--- src/hdl/pgbf_pkg.sv ---
// ----------------------------------------------------------------------------
// pgbf_pkg: shared types and constants of the paged Bloom filter
// Transaction payloads, operation codes, state encodings and the command
// that the front end hands to the back end.
// ----------------------------------------------------------------------------
package pgbf_pkg;

  localparam int unsigned HashW      = 128;
  localparam int unsigned SliceW     = 16;
  localparam int unsigned LevelW     = 4;
  localparam int unsigned PageCountW = 17;
  localparam int unsigned CfgDataW   = 17;
  localparam int unsigned CountW     = 32;
  localparam int unsigned AddrMaxW   = 20;
  localparam int unsigned ProbeW     = 3;
  localparam logic [LevelW-1:0] LevelMax = 4'd13;

  typedef enum logic [1:0] {
    FUNC_TEST  = 2'd0,
    FUNC_SET   = 2'd1,
    FUNC_CLEAR = 2'd2,
    FUNC_NONE  = 2'd3
  } func_e;

  typedef enum logic {
    CFG_PAGE_LEVEL = 1'b0,
    CFG_PAGE_COUNT = 1'b1
  } cfg_idx_e;

  typedef struct packed {
    logic [1:0]  func;
    logic [63:0] hash_low;
    logic [63:0] hash_high;
  } in_item_t;

  typedef struct packed {
    logic        result_flag;
    logic [31:0] unique_count;
  } out_item_t;

  typedef struct packed {
    func_e               func;
    logic [AddrMaxW-1:0] base;
    logic [SliceW-1:0]   mask;
    logic [HashW-1:0]    hash;
  } cmd_t;

  typedef struct packed {
    logic push;
    logic pop;
    logic full;
    logic empty;
  } q_status_t;

  typedef enum logic [1:0] {
    F_IDLE,
    F_DIV,
    F_PUSH
  } front_state_e;

  typedef enum logic [2:0] {
    B_CLR,
    B_IDLE,
    B_ADDR,
    B_RD,
    B_CHK,
    B_DONE
  } back_state_e;

endpackage

--- src/hdl/pgbf_queue.sv ---
// ----------------------------------------------------------------------------
// pgbf_queue: command queue between front and back end
// A two-entry queue of commands so each side can stall on its own.
// ----------------------------------------------------------------------------
module pgbf_queue
  import pgbf_pkg::*;
(
  input  logic clk_i,
  input  logic rst_ni,
  input  logic push_i,
  input  cmd_t push_data_i,
  input  logic pop_i,
  output cmd_t head_o,
  output logic full_o,
  output logic empty_o
);

  cmd_t mem_q [2];
  logic wr_q, rd_q;
  logic [1:0] cnt_q;

  assign full_o  = (cnt_q == 2'd2);
  assign empty_o = (cnt_q == 2'd0);
  assign head_o  = mem_q[rd_q];

  always_ff @(posedge clk_i or negedge rst_ni) begin
    if (!rst_ni) begin
      wr_q  <= 1'b0;
      rd_q  <= 1'b0;
      cnt_q <= 2'd0;
    end else begin
      if (push_i) begin
        wr_q <= ~wr_q;
      end
      if (pop_i) begin
        rd_q <= ~rd_q;
      end
      cnt_q <= cnt_q + {1'b0, push_i} - {1'b0, pop_i};
    end
  end

  always_ff @(posedge clk_i) begin
    if (push_i) begin
      mem_q[wr_q] <= push_data_i;
    end
  end

endmodule

--- config.mk ---
export PLATFORM = sky130hd
export DESIGN_NAME = pgbf_queue
export DESIGN_NICKNAME = d
export VERILOG_FILES = /design/src/hdl/pgbf_pkg.sv /design/src/hdl/pgbf_queue.sv
export SDC_FILE = /design/constraint.sdc
export NUM_CORES = 1
export LEC_CHECK = 0
export BUFFER_PORTS_ARGS = -buffer_cell sky130_fd_sc_hd__buf_2
export CAP_MARGIN = 5
export CORE_ASPECT_RATIO = 0.6
export CORE_MARGIN = 4
export CORE_UTILIZATION = 52
export CTS_CLUSTER_DIAMETER = 30
export CTS_CLUSTER_SIZE = 25
export DETAILED_ROUTE_END_ITERATION = 12
export PLACE_DENSITY = 0.84
export SKIP_LAST_GASP = 1
export SLEW_MARGIN = 0
export SYNTH_ARGS = -nofsm -noshare
export SYNTH_HDL_FRONTEND = slang
export SYNTH_SLANG_ARGS = --single-unit
--- constraint.sdc ---
create_clock -name clk_i -period 10.31 [get_ports clk_i]
set_clock_uncertainty 0.15 [all_clocks]
set_input_delay 2.062 -clock clk_i [delete_from_list [all_inputs] [get_ports clk_i]]
set_output_delay 2.062 -clock clk_i [all_outputs]
set_load 0.02 [all_outputs]
Yosys cells after proc, flatten, opt, wreduce, memory -nomap -nowiden. Memories as Yosys holds them, arrays and structs flattened. Index checks and enable logic that the tools add are counted.

Bits in registers: 4. Latch bits: 0. RAM bits: 332. Memory bits (read-only): 0. Bits of input ports: 170. Logic and storage cells: 12. Memories kept: 1.

Memory list: mem_q (depth 2, width 166, read ports 1, clocked after Yosys merged registers in 0, write ports 1, RTL line pgbf_queue.sv:18) `cmd_t mem_q [2];`.

Add/subtract/negate cells: 2. Multiply operators: 0. Div/mod/pow operators: 0. Order comparisons: 0. Eq/ne operators: 1. Shift-type cells: 0. Multiplexer cells: 2. Bitwise gates (word level): 2. Reduce and logical (&&, ||, !) cells: 1.

Operators by type and width (count): adder 2 x 1 -> 2 bit (1); == test 2 bit, second input constant (1); zero test 2 bit (1); 2-to-1 mux 1 bit (2); NOT 1 bit (2); subtractor 2 x 1 -> 2 bit (1).

Logic depth before layout (Yosys ltp). Gate-level depths: netlist of run 1.

Depth after elaboration: 2. Gate-level depth with buffers: 5.

Worst setup path after synthesis of run 1. OpenSTA, ideal clock, no wires.

Kind: in2reg. Start: input push_i. End: memory mem_q[0][0] in the netlist's numbering (enable). Library setup time: 0.714 ns. Arrival: 9.233 ns. Required time: 9.446 ns. Setup slack: 0.213 ns. Stages on the path: 1. Cells stage by stage: nor2b_1.

Cells in the longest elaborated chain, start to end: 2.

Ends and longest elaborated chain: start, declared (RTL line pgbf_queue.sv:10) `input logic push_i,`; 2-to-1 mux 1 bit (RTL line pgbf_queue.sv:43) `if (push_i) begin`; 2-to-1 mux 1 bit (implied by the code) (RTL line pgbf_queue.sv:44) `mem_q[wr_q] <= push_data_i;`; end, declared (RTL line pgbf_queue.sv:18).

No other way between the ends.

==> impl_results.md, run 1 <==
- Vias/cell: roughly 5.1
- CP arrival: 3.08 ns
- Starting DRC count in detailed routing: between 300 and 400
- Antenna Violating Nets Remaining: 0
- Yosys warning count: 0
- Critical path peak fanout: 59
- Residual DRC: 0
- RSZ-0062 raised after global routing: no
- Sequential share of the synthesized area: around four fifths
- Clk root buf: clkbuf_16
- Largest net degree at the start of global routing: 71
- Post-synth top area share: about four fifths
- Resized Gates After CTS: 0
- Vias in the first global route: approximately 6.4k
- Crit Path Category: flop to primary output
- Worst setup margin: roughly 5.0 ns
- PD cells: 305 nW/um^2
- Area growth syn-to-layout: 26.2%
- # setup viols final: 0
- Maximum vdd drop: roughly 0.24 mV
- P_leak: approximately 6.5 nW
- Total length of routed wires: about 26000 um
- Worst hold path depth: 1
- Min cycle time layout: between 5 and 6 ns
- Mapped Area: 12700 um^2
- Max-slew violations: 0
- Post-CTS Hold Buffers: 0
- Critical path capture point type: primary output
- Most frequent cells in the layout: 337 x buf_2, 332 x edfxtp_1, 130 x mux2_4
- Reg2Reg Depth: 2
- Synthesized Nets: 704
- Multi-input logic area: 2460 um^2
- Synth top area cells: edfxtp_1 78%, mux2_4 15%, mux2_2 3.2%, buf_6 1.4%, dfrtp_1 0.79%
- Clock sink total: around 340
- Non-filler cells, final: about 1.3k
- Total grt overflow: 0
- Core area: about 24000 um^2
- Worst path slowest cell: dfrtp_4
- Slowest Stage Delay on Critical Path: 1.01 ns
- # port buffers: around 340
- Rows: between 40 and 50
- Critical Path Start Type: flop
- Inst Count DP: approximately 1.2k
- Avg WL per Cell: between 20 and 25 um
- Layout fillers: about 1.5k
- Cell taking the most area after synthesis: edfxtp_1
- CTS tree: done
- Reg clk slew, reported paths: ~0.060 ns
- Total Routing Usage GR: a little under a fifth
- Max cap viols: 0
- Status: finished clean
- Setup TNS: 0 ns
- Boundary Pins: between 300 and 400
- Syn avg cell area: 23.9 um^2
- Synth Instances: around 530
- Layout cells sized above 1: a little over three fifths
- Count of different cell masters after synthesis: 13
- Utilization after layout: ~67%
- Hold_ws: 0.396 ns
- Placed cell area: 14700 um^2
- Post-CTS Setup Repair Bufs: 0
- Number of CTS-inserted buffers: 40
- Vias: ~6.4k
- Commonest non-fill, non-tap cell in the layout: buf_2
- Max frequency: roughly 190 MHz
- Die W: roughly 210 um
- Slew HR: 26.8%
- Final net count: between 1k and 1.5k
- Hold Violations, Final: 0
- Initial antenna violation count: 2
- Die area: between 20000 and 30000 um^2
- DRT Pass-1 Iters: 4
- Seq. cell area: approximately 10000 um^2
- Placer's final routability congestion estimate: between 0.7 and 0.8
- Clock Path Buffers: 3
- Worst slack, placed: between 5 and 6 ns
- Worst skew pair latency: ~0.51 ns
- Hpwl dp: 17200 um
- Synthesized flop and latch total: approximately 340
- H-tree depth: 2
- Die Y: 129 um
- CP required: ~8 ns
- Final worst path period share: about half
- Hold Path Class: flop to flop
- Worst-Margin Slew: between 1 and 1.5 ns
- Total chip power: ~4.9 mW
- Global-route wire length before repair: roughly 38000 um
- Fin area: approximately 16000 um^2
- Initial core utilization: 52.7%
- Crit-path cells: buf_4 > mux2_4 > buf_2
final timing paths:
path	end	slack (ns)	from
max	head_o[111]	5.01	rd_q
min	wr_q	0.40	wr_q
max reg2reg	mem_q[0][35]	7.64	wr_q
min reg2reg	wr_q	0.40	wr_q
max in group asynchronous	rd_q	8.66	rst_ni
min in group asynchronous	cnt_q[0]	1.20	rst_ni
worst max-delay path: cells and delay by family, from the launching register on:
kind,cells,cell delay [ns]
multiplexers,1,0.37
flip-flops,1,1.01
buffers and inverters,2,1.09
routing by layer:
layer / vias up / routed length, um / global-route usage, % / part of all wire (%)
li1: 2875 / - / - / -
met1: 3157 / 10500 / 23.8 / 40
met2: 300 / 12400 / 29.7 / 47
met3: 50 / 2690 / 6.90 / 10
met4: 4 / 556 / 5.10 / 2.1
met5: - / 22 / 0 / 0.084
final cells by class:
type | count | share of cell area [%]
repair buffers | 343 | 10.8
clock buffers | 43 | 6.44
diodes | 3 | 0.0468
multi-input cells | 175 | 15.3
clock inverters | 29 | 2.13
flip-flops and latches | 336 | 62.7
well taps | 322 | 2.51
inverters | 2 | 0.0468
where the power goes:
group	internal [mW]	switching [mW]
Combinational	0.672	0.869
Sequential	1.82	0.120
Clock	0.852	0.574
state kept, by name, summed over array words and instances (netlist names):
signal / count
cnt_q: 2
wr_q: 1
rd_q: 1
mem_q: 332
cells by family after synthesis:
logic type | after synthesis | synth area share [%]
xor gates and xnor gates | 3 | 0.325
muxes | 166 | 18.5
buffers and inverters | 21 | 1.59
and+or+nand+nor | 4 | 0.177
adders and majority gates | 2 | 0.197
DFF | 336 | 79.2
cells in the mapped netlist (all sizes together):
cell and n:
inv 2, buf 19, ha 2, xor3 1
xor2 2, edfxtp 332, mux2 166, and2 1
nor2b 2, dfrtp 4, nor2 1
Note: power is estimated with default switching activity, not from simulation.
==> run 2: changes to the inputs <==
Clock period 10.31 ns to 5.3 ns, I/O delays scaled along.
==> impl_results.md, run 2 (synthesis results as in run 1) <==
- Hold Violations, Final: 0
- Final net count: 1072
- Largest registers: mem_q: 332 flops, cnt_q: 2 flops
- Max-slew violations: 0
- Launch point of the worst path: rd_q
- Vias/cell: between 5 and 6
- Resized Gates After CTS: 0
- Placer's final routability congestion estimate: approximately 0.77
- Total grt overflow: 0
- Number of CTS-inserted buffers: 42
- Max frequency: about 260 MHz
- Die W: ~210 um
- Global-route wire length before repair: around 39000 um
- DRT Pass-1 Iters: 5
- Core area: around 24000 um^2
- P_leak: ~6.5 nW
- Post-CTS Setup Repair Bufs: 0
- Critical path peak fanout: 73
- Reg clk slew, reported paths: about 0.060 ns
- Worst skew pair latency: 0.51 ns
- Max cap viols: 0
- Reg2Reg Launch Point: wr_q
- Avg WL per Cell: between 20 and 25 um
- Die area: 27100 um^2
- Initial antenna violation count: 5
- Boundary Pins: 338
- Final worst path period share: between 70% and 80%
- Switching Share: 31.5%
- Worst-Margin Slew: just over 1 ns
- Most frequent cells in the layout: 337 x buf_2, 332 x edfxtp_1, 130 x mux2_4
- # port buffers: ~340
- Total length of routed wires: around 27000 um
- Maximum vdd drop: between 0.5 and 0.6 mV
- Reg with most FFs: mem_q
- H-tree depth: 2
- CP arrival: between 2 and 3 ns
- Combinational group share of total power: between 30% and 40%
- Status: finished clean
- Critical path capture point type: primary output
- Clk root buf: clkbuf_16
- # setup viols final: 0
- CP required: a little over 4 ns
- Initial core utilization: between 50% and 60%
- Post-CTS Hold Buffers: 0
- Hpwl dp: approximately 18000 um
- PD cells: just under 600 nW/um^2
- Min cycle time layout: approximately 3.8 ns
- Vias in the first global route: 6564
- CTS tree: done
- Reg power frac: approximately 40%
- Vias: between 6k and 7k
- Hold_ws: 0.200 ns
- Residual DRC: 0
- Crit Path Category: flop to primary output
- Hold Path Class: input port to async pin
- Clock power frac: between 20% and 30%
- Area growth syn-to-layout: 26.5%
- Die Y: around 130 um
- Slew HR: ~30%
- Max reg flops: around 330
- Critical Path Start Type: flop
- Setup TNS: 0 ns
- RSZ-0062 raised after global routing: no
- Total Routing Usage GR: roughly a fifth
- Rows: between 40 and 50
- Antenna Violating Nets Remaining: 0
- Internal power: 6.50 mW
- Commonest non-fill, non-tap cell in the layout: buf_2
- Clock sink total: 336
- Layout cells sized above 1: between 60 and 70%
- Largest net degree at the start of global routing: approximately 160
- Starting DRC count in detailed routing: approximately 370
- Clock Path Buffers: 3
- Switch Pwr: around 3.0 mW
-- run 2: critical path, stage by stage (launching register included) --
cell	delay, ns
dfrtp_4	0.93
buf_12	0.50
mux2_4	0.36
buf_2	0.16
-- run 2: power by group through the flow --
stage / sequential (mW) / clock (mW) / combinational, mW
after global routing: 3.79 / 2.91 / 3.17
after global placement: 3.77 / 0 / 3.01
final: 3.75 / 2.72 / 3.02
after CTS: 3.76 / 2.78 / 3.06
after floorplan: 3.70 / 0 / 2.31
after detailed placement: 3.81 / 0 / 3.04
-- run 2: metrics by stage --
stage	power, mW	util, %	std cells	setup WS, ns	area (um^2)
6_report	9.50	66.7	1255	1.48	16100
5_1_grt	9.88	66.7	1254	1.40	16100
4_1_cts	9.60	66.7	1254	1.47	16100
3_5_place_dp	6.84	61.1	1178	2.02	14700
3_3_place_gp	6.78	61.1	1178	2.03	14700
2_1_floorplan	6.02	-	532	1.17	12700
-- run 2: worst paths after layout --
path,depth (start not counted),slack (ns),end
worst max-delay path,3,1.48,head_o[27]
worst min-delay path,1,0.20,cnt_q[0]
worst max register to register,2,3.06,mem_q[0][36]
worst min register to register,1,0.40,wr_q
max in group asynchronous,1,4.65,rd_q
min in group clk_i,1,0.40,wr_q
-- run 2: layer usage --
| metal | wire length, um | up-vias | track usage, % |
|---|---|---|---|
| met5 | 46 | - | 0 |
| met4 | 324 | 6 | 3.72 |
| met3 | 2550 | 39 | 7.09 |
| met2 | 13100 | 291 | 31.4 |
| met1 | 10600 | 3170 | 24.4 |
| li1 | - | 2875 | - |
-- run 2: final cells by class --
| type | count | area, um^2 |
|---|---|---|
| inverter | 2 | 7.51 |
| fill | 1571 | 8020 |
| timing repair buffer | 343 | 1780 |
| multi-input combinational | 175 | 2460 |
| sequential | 336 | 10100 |
| antenna | 1 | 2.50 |
| clock buffer | 48 | 1090 |
| tap | 322 | 403 |
| clock inverter | 28 | 272 |
