File: src/hdl/pgbf_pkg.sv
// ----------------------------------------------------------------------------
// pgbf_pkg: shared types and constants of the paged Bloom filter
// Transaction payloads, operation codes, state encodings and the command
// that the front end hands to the back end.
// ----------------------------------------------------------------------------
package pgbf_pkg;

  localparam int unsigned HashW      = 128;
  localparam int unsigned SliceW     = 16;
  localparam int unsigned LevelW     = 4;
  localparam int unsigned PageCountW = 17;
  localparam int unsigned CfgDataW   = 17;
  localparam int unsigned CountW     = 32;
  localparam int unsigned AddrMaxW   = 20;
  localparam int unsigned ProbeW     = 3;
  localparam logic [LevelW-1:0] LevelMax = 4'd13;

  typedef enum logic [1:0] {
    FUNC_TEST  = 2'd0,
    FUNC_SET   = 2'd1,
    FUNC_CLEAR = 2'd2,
    FUNC_NONE  = 2'd3
  } func_e;

  typedef enum logic {
    CFG_PAGE_LEVEL = 1'b0,
    CFG_PAGE_COUNT = 1'b1
  } cfg_idx_e;

  typedef struct packed {
    logic [1:0]  func;
    logic [63:0] hash_low;
    logic [63:0] hash_high;
  } in_item_t;

  typedef struct packed {
    logic        result_flag;
    logic [31:0] unique_count;
  } out_item_t;

  typedef struct packed {
    func_e               func;
    logic [AddrMaxW-1:0] base;
    logic [SliceW-1:0]   mask;
    logic [HashW-1:0]    hash;
  } cmd_t;

  typedef struct packed {
    logic push;
    logic pop;
    logic full;
    logic empty;
  } q_status_t;

  typedef enum logic [1:0] {
    F_IDLE,
    F_DIV,
    F_PUSH
  } front_state_e;

  typedef enum logic [2:0] {
    B_CLR,
    B_IDLE,
    B_ADDR,
    B_RD,
    B_CHK,
    B_DONE
  } back_state_e;

endpackage

File: src/hdl/pgbf_front.sv
// ----------------------------------------------------------------------------
// pgbf_front: front end of the paged Bloom filter
// Accepts transactions, folds the hash of a test or set into a page number
// with a bit-serial modulo by the page count and builds the back-end command.
// ----------------------------------------------------------------------------
module pgbf_front
  import pgbf_pkg::*;
(
  input  logic                  clk_i,
  input  logic                  rst_ni,
  input  logic                  in_valid_i,
  output logic                  in_stall_o,
  input  in_item_t              in_data_i,
  input  logic [LevelW-1:0]     page_level_i,
  input  logic [PageCountW-1:0] page_count_i,
  output logic                  push_o,
  output cmd_t                  cmd_o,
  input  logic                  full_i
);

  front_state_e state_q, state_d;
  in_item_t item_q;
  logic [31:0] quo_q, quo_d;
  logic [PageCountW:0] rem_q, rem_d;
  logic [4:0] step_q, step_d;
  logic [PageCountW:0] trial;
  logic [PageCountW-1:0] divisor;
  logic [LevelW-1:0] level;
  logic [16:0] mask_w;
  logic [31:0] ph;
  logic [AddrMaxW+12:0] base_w;
  logic accept;

  assign accept = in_valid_i && (state_q == F_IDLE);

  assign ph = {in_data_i.hash_low[5:0], in_data_i.hash_low[31:6]}
            ^ {in_data_i.hash_low[35:32], in_data_i.hash_low[63:36]}
            ^ {in_data_i.hash_high[1:0], in_data_i.hash_high[31:2]}
            ^ in_data_i.hash_high[63:32];

  assign divisor = (page_count_i == '0) ? PageCountW'(1) : page_count_i;
  assign level   = (page_level_i > LevelMax) ? LevelMax : page_level_i;
  assign mask_w  = (17'd1 << ({1'b0, level} + 5'd3)) - 17'd1;
  assign trial   = {rem_q[PageCountW-1:0], quo_q[31]};
  assign base_w  = (AddrMaxW+13)'(rem_q[PageCountW-1:0]) << level;

  always_comb begin
    state_d = state_q;
    quo_d   = quo_q;
    rem_d   = rem_q;
    step_d  = step_q;
    case (state_q)
      F_IDLE: begin
        if (accept) begin
          quo_d  = ph;
          rem_d  = '0;
          step_d = '0;
          if (in_data_i.func == FUNC_TEST || in_data_i.func == FUNC_SET) begin
            state_d = F_DIV;
          end else begin
            state_d = F_PUSH;
          end
        end
      end
      F_DIV: begin
        quo_d  = {quo_q[30:0], 1'b0};
        rem_d  = (trial >= {1'b0, divisor}) ? trial - {1'b0, divisor} : trial;
        step_d = step_q + 5'd1;
        if (step_q == 5'd31) begin
          state_d = F_PUSH;
        end
      end
      F_PUSH: begin
        if (!full_i) begin
          state_d = F_IDLE;
        end
      end
      default: state_d = F_IDLE;
    endcase
  end

  always_comb begin
    in_stall_o   = (state_q != F_IDLE);
    push_o       = (state_q == F_PUSH) && !full_i;
    cmd_o.func   = func_e'(item_q.func);
    cmd_o.base   = base_w[AddrMaxW-1:0];
    cmd_o.mask   = mask_w[SliceW-1:0];
    cmd_o.hash   = {item_q.hash_high, item_q.hash_low};
  end

  always_ff @(posedge clk_i or negedge rst_ni) begin
    if (!rst_ni) begin
      state_q <= F_IDLE;
    end else begin
      state_q <= state_d;
    end
  end

  always_ff @(posedge clk_i) begin
    if (accept) begin
      item_q <= in_data_i;
    end
    quo_q  <= quo_d;
    rem_q  <= rem_d;
    step_q <= step_d;
  end

endmodule

File: config.mk
export PLATFORM = sky130hd
export DESIGN_NAME = pgbf_front
export DESIGN_NICKNAME = d
export VERILOG_FILES = /design/src/hdl/pgbf_pkg.sv /design/src/hdl/pgbf_front.sv
export SDC_FILE = /design/constraint.sdc
export NUM_CORES = 1
export LEC_CHECK = 0
export BUFFER_PORTS_ARGS = -buffer_cell sky130_fd_sc_hd__buf_2
export CORE_ASPECT_RATIO = 0.9
export CORE_MARGIN = 3
export CORE_UTILIZATION = 45
export DETAILED_ROUTE_END_ITERATION = 7
export PLACE_DENSITY_LB_ADDON = 0.1
export SETUP_SLACK_MARGIN = 0.02
export SLEW_MARGIN = 20
export SYNTH_ARGS = -nofsm -noshare
export SYNTH_HDL_FRONTEND = slang
export SYNTH_SLANG_ARGS = --single-unit
export TNS_END_PERCENT = 10
File: constraint.sdc
create_clock -name clk_i -period 8.5 [get_ports clk_i]
set_input_delay 1.275 -clock clk_i [delete_from_list [all_inputs] [get_ports clk_i]]
set_output_delay 1.275 -clock clk_i [all_outputs]
set_load 0.02 [all_outputs]
Word level (Yosys, flattened, before mapping)
Index checks and enable logic that the tools add are counted.
- memories: 0
- word-level logic and storage cells: 50
- input bits: 155
- bits in latches: 0
- output and inout bits: 168
- memory bits (read-only): 0
- bits in writable memories: 0
- flip-flop bits (word level): 186
- divide/modulo/power cells: 0
- muxes and demuxes: 14
- reduce and logical (&&, ||, !) cells: 11
- $lt $le $gt $ge: 2
- $mul: 0
- equality and inequality tests: 7
- add/sub/neg operators: 4
- shift-type cells: 2
- bitwise gates (word level): 3
- operators by type and width (cell ; count):
    bitwise XOR 32 bit ; 3
    case mux 32 bit (2 select lines) ; 1
    2-to-1 mux 17 bit ; 3
    case mux 17 bit (2 select lines) ; 1
    2-to-1 mux 32 bit ; 1
    << shifter 17 x 4 -> 20 bit ; 1
    greater-or-equal comparator 18 x 17 -> 1 bit ; 1
    zero test 17 bit ; 1
    subtractor 17 bit ; 1
    << shifter 1 x 5 -> 16 bit (first input constant) ; 1
    subtractor 16 x 1 -> 16 bit (second input constant) ; 1
    case mux 5 bit (2 select lines) ; 1
    2-to-1 mux 2 bit ; 4
    inequality test 2 bit (second input constant) ; 3
    case mux 2 bit (3 select lines) ; 1
    adder 4 x 2 -> 5 bit (second input constant) ; 1
    adder 5 x 1 -> 5 bit (second input constant) ; 1
    equality test 5 bit (second input constant) ; 1
    2-to-1 mux 5 bit ; 1
    equality test 2 x 1 -> 1 bit (second input constant) ; 2
    greater-than comparator 4 bit (second input constant) ; 1
    zero test 2 bit ; 2
    2-to-1 mux 4 bit ; 1
    nonzero test 2 bit ; 2
    6 further kinds ; 7

Longest topological paths before layout
Gate-level depths: netlist of run 1.
- depth in word-level cells: 5
- mapped depth: 14
- mapped depth without buffers: 13

Worst setup path before layout of run 1
OpenSTA, ideal clock, no wires.
- kind: input -> register
- from: input port in_valid_i
- to: register item_q (netlist bit cmd_o[0]) (enable)
- path buffers: 0
- data arrival time: 6668 ps
- required time: 7879 ps
- setup time: 621 ps
- cell stages on the path: 2
- setup slack: 1211 ps
- cell sequence: inv_1 > nor2_1
- cells in the longest elaborated chain, start to end: 1
- RTL lines (what ; RTL line ; source):
    start: declaration ; pgbf_front.sv:11 ; input logic in_valid_i,
    logical AND 1 bit ; pgbf_front.sv:34 ; assign accept = in_valid_i && (state_q == F_IDLE);
    net accept ; pgbf_front.sv:32 ; logic accept;
    end signal: assignment ; pgbf_front.sv:101 ; item_q <= in_data_i;
    end: declaration ; pgbf_front.sv:22 ; in_item_t item_q;
The timed path passes the listed nets, and every way through them passes these cells.
A chain may end at the register's enable or synchronous reset.

==> results of run 1 <==
[kinds of logic (layout without fill, tap and decap cells)]
kind of cell,Yosys count,count (layout),share of synthesized area (%)
mux,41,41,5.607
simple gates,152,152,7.842
buf+inv,61,381,2.934
other cells,1,4,0.04109
flops,186,186,61.09
xor+xnor,107,107,10.27
compound gates,134,134,9.254
fa+ha+maj,21,21,2.961
[sequential cells by signal, indices dropped and copies added, names as in the netlist]
register	flops
rem_q	17
cmd_o	130
quo_q	32
step_q	5
state_q	2
[worst min path at each step]
stage / to / slack [ns]
global route: quo_q[23]$_DFFE_PP_ / 0.55
floorplan: state_q[0]$_DFFE_PN0P_ / 0.49
detailed placement: quo_q[25]$_DFFE_PP_ / 0.51
global placement: quo_q[21]$_DFFE_PP_ / 0.50
finish: quo_q[26]$_DFFE_PP_ / 0.52
CTS: quo_q[26]$_DFFE_PP_ / 0.52
[power breakdown]
group / total, mW / switching [mW] / internal [mW]
Clock: 0.780 / 0.388 / 0.392
Combinational: 1.38 / 0.871 / 0.511
Sequential: 1.51 / 0.128 / 1.38
[placed cells by master, fill, tap and decap left out, drive strengths merged, types with 3 or more instances in the layout]
cell,count
a21boi,3
clkbuf,17
nand3b,5
nor3,9
nor2b,8
ha,20
and2,8
mux4,8
mux2i,32
a21o,7
nand3,9
nor4,4
a31o,3
nor2,37
o21a,3
nand2,54
nor3b,3
o31ai,3
a211oi,12
xor2,6
and3,6
conb,3
xnor2,101
edfxtp,184
buf,323
a31oi,5
clkinv,8
inv,33
a21oi,34
o21ai,49
nand2b,3
[stage by stage]
stage / instance area, µm² / setup WS, ns / std cells / hold slack, ns / total power, mW
final: 11510 / 3.465 / 1276 / 0.5225 / 3.668
after global routing: 11510 / 3.213 / 1276 / 0.5539 / 3.916
after CTS: 11510 / 3.469 / 1275 / 0.5237 / 3.702
after detailed placement: 10930 / 3.483 / 1244 / 0.5073 / 2.916
after global placement: 10930 / 3.533 / 1244 / 0.5034 / 2.908
after floorplan: 9134 / 1.211 / 705 / 0.4943 / 2.545
[routing by layer]
layer | track usage (%) | routed length, µm | vias to the layer above
li1 | - | - | 3203
met1 | 23.83 | 8622 | 3055
met2 | 33.67 | 10700 | 223
met3 | 7.919 | 1830 | 38
met4 | 5.712 | 431 | 4
met5 | 0 | 21 | -
[worst max-delay path: cells and delay by family]
family | cells | cell delay [ns]
AOI/OAI and AO/OA | 2 | 0.29
buffers and inverters | 2 | 0.50
muxes | 1 | 0.62
and+or+nand+nor | 3 | 1.08
[area by class of cell]
class,count,area share [%]
clock buffer,17,3.696
antenna,1,0.02174
clock inverter,14,1.326
timing repair buffer,323,14.13
tap,250,2.718
sequential,186,48.44
inverter,27,0.8805
multi-input combinational,458,28.79
==> impl_results.md, run 1 <==
* Clock sink count at 186
* # DRC at 0
* Relative slew margins at 32.93%
* Max stage delay cell, worst path: and2_1
* Flops & latches, synth at 186
* Pwr Density at 318.7 nW/µm²
* Crit path kind: in -> out
* TritonCTS clock tree: yes
* Top cell by count, worst path: buf_2
* Largest net degree at the start of global routing at 81
* Crit path to: cmd_o[159]
* Final HPWL DP at 16200 µm
* Worst EP arrival at 3.76 ns
* Register area share after synthesis at between 60 and 70%
* Synth area leaders: edfxtp_1 (61%), xnor2_1 (9.7%), mux2i_1 (3.5%)
* Outcome: complete, no violations
* Hold-fix buffers at CTS at 0
* Yosys top cell by area: edfxtp_1
* Avg WL per Cell at approximately 17 µm
* Transition time of the tightest slew-check pin at around 1.0 ns
* Synth async-reset ratio at 1.075%
* Top post-synthesis cells by count: edfxtp_1 (184), xnor2_1 (101), nand2_1 (54)
* Fin. max-slew vios at 0
* Nets@finish at 1189
* Max stage delay on crit path at 0.70 ns
* Routed Antenna Nets at 0
* Hold Fails Final Rpt at 0
* Pre-antenna DRT Iters at 5
* Final wirelength at about 22000 µm
* # IOs at 323
* Hold Crit Class: reg -> reg
* Post-CTS setup buffer count at 0
* Cell Chain, Critical Path: buf_2, nand2_1, and2_1, mux4_2, and2_0, a211oi_1, a21oi_1, buf_2
* Vias/cell at 5.112
* Rows at 48
* Clk buf depth at 2
* Worst Path Max Fanout at 39
* Reg2reg end: rem_q[5]$_SDFFCE_PN0P_
* Area Overhead vs Synth at 26.12%
* Vias in the first global route at 6634
* Top-area cell type share of the netlist area at about three fifths
* Crit path time final at 5.035 ns
* Min-Delay Path Depth at 2
* Mapped cell area at 9126 µm²
* H-tree depth at 4
* Clk_lat worst skew at 0.44 ns
* Hold path startpoint: quo_q[25]$_DFFE_PP_
* CP Capture Type: output pin
* Util after Layout at 58.97%
* DRT iter0 DRCs at 229
* Die area at around 22000 µm²
* Die Wd at 156.1 µm
* Worst reg2reg path depth at 10
* Die height at 141.1 µm
* EDFF count, synth at 184
* Synth Flop Type: edfxtp_1
* Startpoint types: input pin
* Setup TNS at 0 ns
* Reg area at 5575 µm²
* F_max at 0.1986 GHz
* R2r setup slk at around 5.4 ns
* Mapped Cells at 703
* Gpl congestion at 0.8340
* Starting Density at 46.76%
* Synth Warn # at 0
* Critical Path Start: page_level_i[3]
* Final Setup Violations at 0
* VDD IR max at 166.5 µV
* Clk root buf: clkbuf_16
* Layout Skew at 0.01514 ns
* CTS Buf Count at 17
* Area of the multi-input gates at approximately 3300 µm²
* Max-cap violation count at 0
* Pleak at 4.731 nW
* GRT Resource Usage Total at 19.98%
* CTS resizes at 0
* Fill cells at 1604
* Buffers on Ports at 319
* Worst r2r src: quo_q[31]$_DFFE_PP_
* Share of layout cells above drive strength 1 at a little under two fifths
* Initial antenna violation count at 3
* Core Area at slightly below 20000 µm²
* Worst-path clk slew at 0.08 ns
* Yosys cell types at 59
* Total number of vias at 6523
* Syn_area_per_cell at 12.98 µm²
* Fin crit share at 59.24%
* Top-count cell post-synth: edfxtp_1
* First-pass GRT wire length at 34360 µm
* Total gr overflow at 0
* Worst endpoint required time at 7.22 ns
* RSZ-0062 raised after global routing: no
Power figures use the tool's default switching activity.
==> run 2: changes to the inputs <==
--- a/config.mk
+++ b/config.mk
@@ -5,6 +5,7 @@
 export SDC_FILE = /design/constraint.sdc
 export NUM_CORES = 1
 export LEC_CHECK = 0
+export ABC_AREA = 1
 export BUFFER_PORTS_ARGS = -buffer_cell sky130_fd_sc_hd__buf_2
 export CORE_ASPECT_RATIO = 0.9
 export CORE_MARGIN = 3
==> constraint.sdc (replaced) <==
create_clock -name clk_i -period 4.74 [get_ports clk_i]
set_input_delay 0.711 -clock clk_i [delete_from_list [all_inputs] [get_ports clk_i]]
set_output_delay 0.711 -clock clk_i [all_outputs]
set_load 0.02 [all_outputs]
==> impl_results.md, run 2 <==
* Nets@finish at between 1000 and 1500
* Yosys top cell by area: edfxtp_1
* Worst endpoint required time at around 4 ns
* Metal3 WL at about 1900 µm
* Clk root buf: clkbuf_16
* Gate power share at approximately two fifths
* Pleak at between 5 and 6 nW
* Vias/cell at 4.795
* Max stage delay on crit path at 0.42 ns
* Hold Crit Class: in -> async
* Top-area cell type share of the netlist area at 56.62%
* Outcome: complete, no violations
* Cell Chain, Critical Path: buf_2, inv_1, nor2_1, inv_1, or2_0, nand2_1, inv_1, nand2_1, buf_2
* Die area at 23490 µm²
* Max stage delay cell, worst path: nor2_1
* First-pass GRT wire length at 38570 µm
* Layout Skew at about 0.011 ns
* VDD IR max at around 260 µV
* Fin. max-slew vios at 0
* Max-cap violation count at 0
* Register area share after synthesis at 57.13%
* DRT iter0 DRCs at 479
* Rows at 50
* Met1 WL at 9764 µm
* Sw power at around 2.8 mW
* Fin crit share at 65.82%
* Crit path time final at 3.120 ns
* Pwr Density at 560.9 nW/µm²
* Clk_lat worst skew at between 0.4 and 0.5 ns
* Clock sink count at 186
* Final wirelength at ~25000 µm
* CTS resizes at 0
* Hold-fix buffers at CTS at 0
* Setup TNS at 0 ns
* Total number of vias at roughly 7600
* Fill cells at 1906
* Crit path kind: in -> out
* R2r setup slk at 2.31 ns
* Top sig layer: met5
* Top-count cell post-synth: nand2_1
* Clock power share at 21.1%
* Hold Fails Final Rpt at 0
* Pre-antenna DRT Iters at 4
* Max FFs per register at 130
* Avg WL per Cell at 15.54 µm
* Sw frac at 40.16%
* Synth area leaders: edfxtp_1 (57%), nand2_1 (8.9%), xnor2_1 (8.5%)
* Largest net degree at the start of global routing at 56
* Design area at ~12000 µm²
* Buffers & Inverters on Critical Path at 5
* Commonest cells after routing, fill and taps aside: buf_2 (319), nand2_1 (231), edfxtp_1 (184)
* Initial antenna violation count at 3
* Relative slew margins at 59.29%
* Mapped Cells at 963
* Syn_area_per_cell at 10.13 µm²
* Worst reg2reg path depth at 13
* Top cell by count, worst path: inv_1
* Transition time of the tightest slew-check pin at 0.6093 ns
* Final HPWL DP at 19200 µm
* Share of layout cells above drive strength 1 at between 30% and 40%
* Top post-synthesis cells by count: nand2_1 (231), edfxtp_1 (184), inv_1 (110)
* Post-CTS setup buffer count at 0
* Gpl congestion at around 0.94
* Area after DPL at 11620 µm²
* Startpoint types: input pin
* Buffers on Ports at 319
* Synth async-reset ratio at 1.075%
* Vias in the first global route at 7461
* Synth Warn # at 0
* Synth Flop Type: edfxtp_1
* GRT Resource Usage Total at 20.67%
* Yosys cell types at 44
* Area Overhead vs Synth at 25.77%
* Starting Density at 46.43%
* Critical path's top delay family: buffers and inverters
* CP Capture Type: output pin
* P_int at between 4 and 5 mW
* Die height at 145.7 µm
* TritonCTS clock tree: yes
* F_max at ~0.32 GHz
* Mapped cell area at 9759 µm²
* # IOs at 323
* H-tree depth at 4
* Total gr overflow at 0
* Flops & latches, synth at 186
* RSZ-0062 raised after global routing: no
* # DRC at 0
* Reg2reg end: rem_q[13]$_SDFFCE_PN0P_
* Die Wd at ~160 µm
* Worst EP arrival at 2.41 ns
* Worst Path Max Fanout at 17
* Share of power burned in registers at 38.8%
* Core Area at 21020 µm²
* Metal2 WL at 12600 µm
* Final Setup Violations at 0
* CTS Buf Count at 17
* Worst-path clk slew at 0.07 ns
* Clk buf depth at 2
* Commonest non-fill, non-tap cell in the layout: buf_2
* Routed Antenna Nets at 0
* Worst r2r src: rem_q[7]$_SDFFCE_PN0P_
* EDFF count, synth at 184
-- run 2: changes by cell type after synthesis, sizes merged, moves of 8 or more --
| cell | change |
|---|---|
| a211oi | -12 |
| a21oi | -12 |
| clkbuf | -9 |
| inv | +88 |
| mux2i | -32 |
| mux4 | -8 |
| nand2 | +183 |
| nand3 | +57 |
| nor2 | +34 |
| nor2b | -8 |
| o211ai | +16 |
| o21ai | +14 |
-- run 2: kinds of logic (layout without fill, tap and decap cells) --
family / after synthesis / after routing / synth area share [%]
other: 1 / 4 / 0.03842
AO/OA/AOI/OAI: 107 / 107 / 6.808
buffers and inverters: 145 / 475 / 6.449
XOR/XNOR: 104 / 104 / 9.333
adder cells (fa/ha/maj): 21 / 21 / 2.769
flip-flops: 186 / 186 / 57.13
AND/OR/NAND/NOR: 399 / 399 / 17.47
-- run 2: layout make-up --
class / count / area [µm²] / share of cell area (%)
antenna: 1 / 2.502 / 0.02039
clock buffer: 18 / 429.2 / 3.496
clock inverter: 14 / 175.2 / 1.427
inverter: 115 / 434.2 / 3.537
multi-input combinational: 634 / 3591 / 29.26
sequential: 186 / 5575 / 45.42
tap: 286 / 357.8 / 2.915
timing repair buffer: 328 / 1709 / 13.92
-- run 2: routing by layer --
layer | GRT usage [%] | vias to the layer above
li1 | - | 3857
met1 | 24.62 | 3454
met2 | 36.72 | 250
met3 | 6.517 | 22
met4 | 4.645 | 2
met5 | 0 | -
-- run 2: worst max-delay path by stage --
stage / slack, ns / startpoint / cells after the start / end
floorplan: 0.16 / in_valid_i / 2 / cmd_o[0]$_DFFE_PP_
global placement: 1.47 / page_count_i[1] / 14 / rem_q[14]$_SDFFCE_PN0P_
detailed placement: 1.38 / page_count_i[1] / 14 / rem_q[13]$_SDFFCE_PN0P_
CTS: 1.64 / page_level_i[2] / 9 / cmd_o[159]
global route: 1.50 / page_level_i[3] / 11 / cmd_o[160]
finish: 1.62 / page_level_i[2] / 9 / cmd_o[159]
-- run 2: power groups by stage --
| stage | logic, mW | clock network, mW | registers [mW] |
|---|---|---|---|
| after floorplan | 1.68 | 0 | 2.96 |
| after global placement | 2.72 | 0 | 2.70 |
| after detailed placement | 2.75 | 0 | 2.71 |
| after CTS | 2.76 | 1.49 | 2.68 |
| after global routing | 3.09 | 1.56 | 2.72 |
| final | 2.76 | 1.45 | 2.67 |
-- run 2: metrics by stage --
step / power, mW / cells / setup WS, ns / utilization, % / hold WS (ns)
after floorplan: 4.638 / 965 / 0.1610 / - / 0.4154
after global routing: 7.367 / 1582 / 1.505 / 58.39 / 0.03060
after global placement: 5.419 / 1547 / 1.472 / 55.28 / 0.4967
after CTS: 6.925 / 1579 / 1.642 / 58.15 / 0.03253
final: 6.885 / 1582 / 1.620 / 58.39 / 0.05539
after detailed placement: 5.453 / 1547 / 1.382 / 55.28 / 0.4975
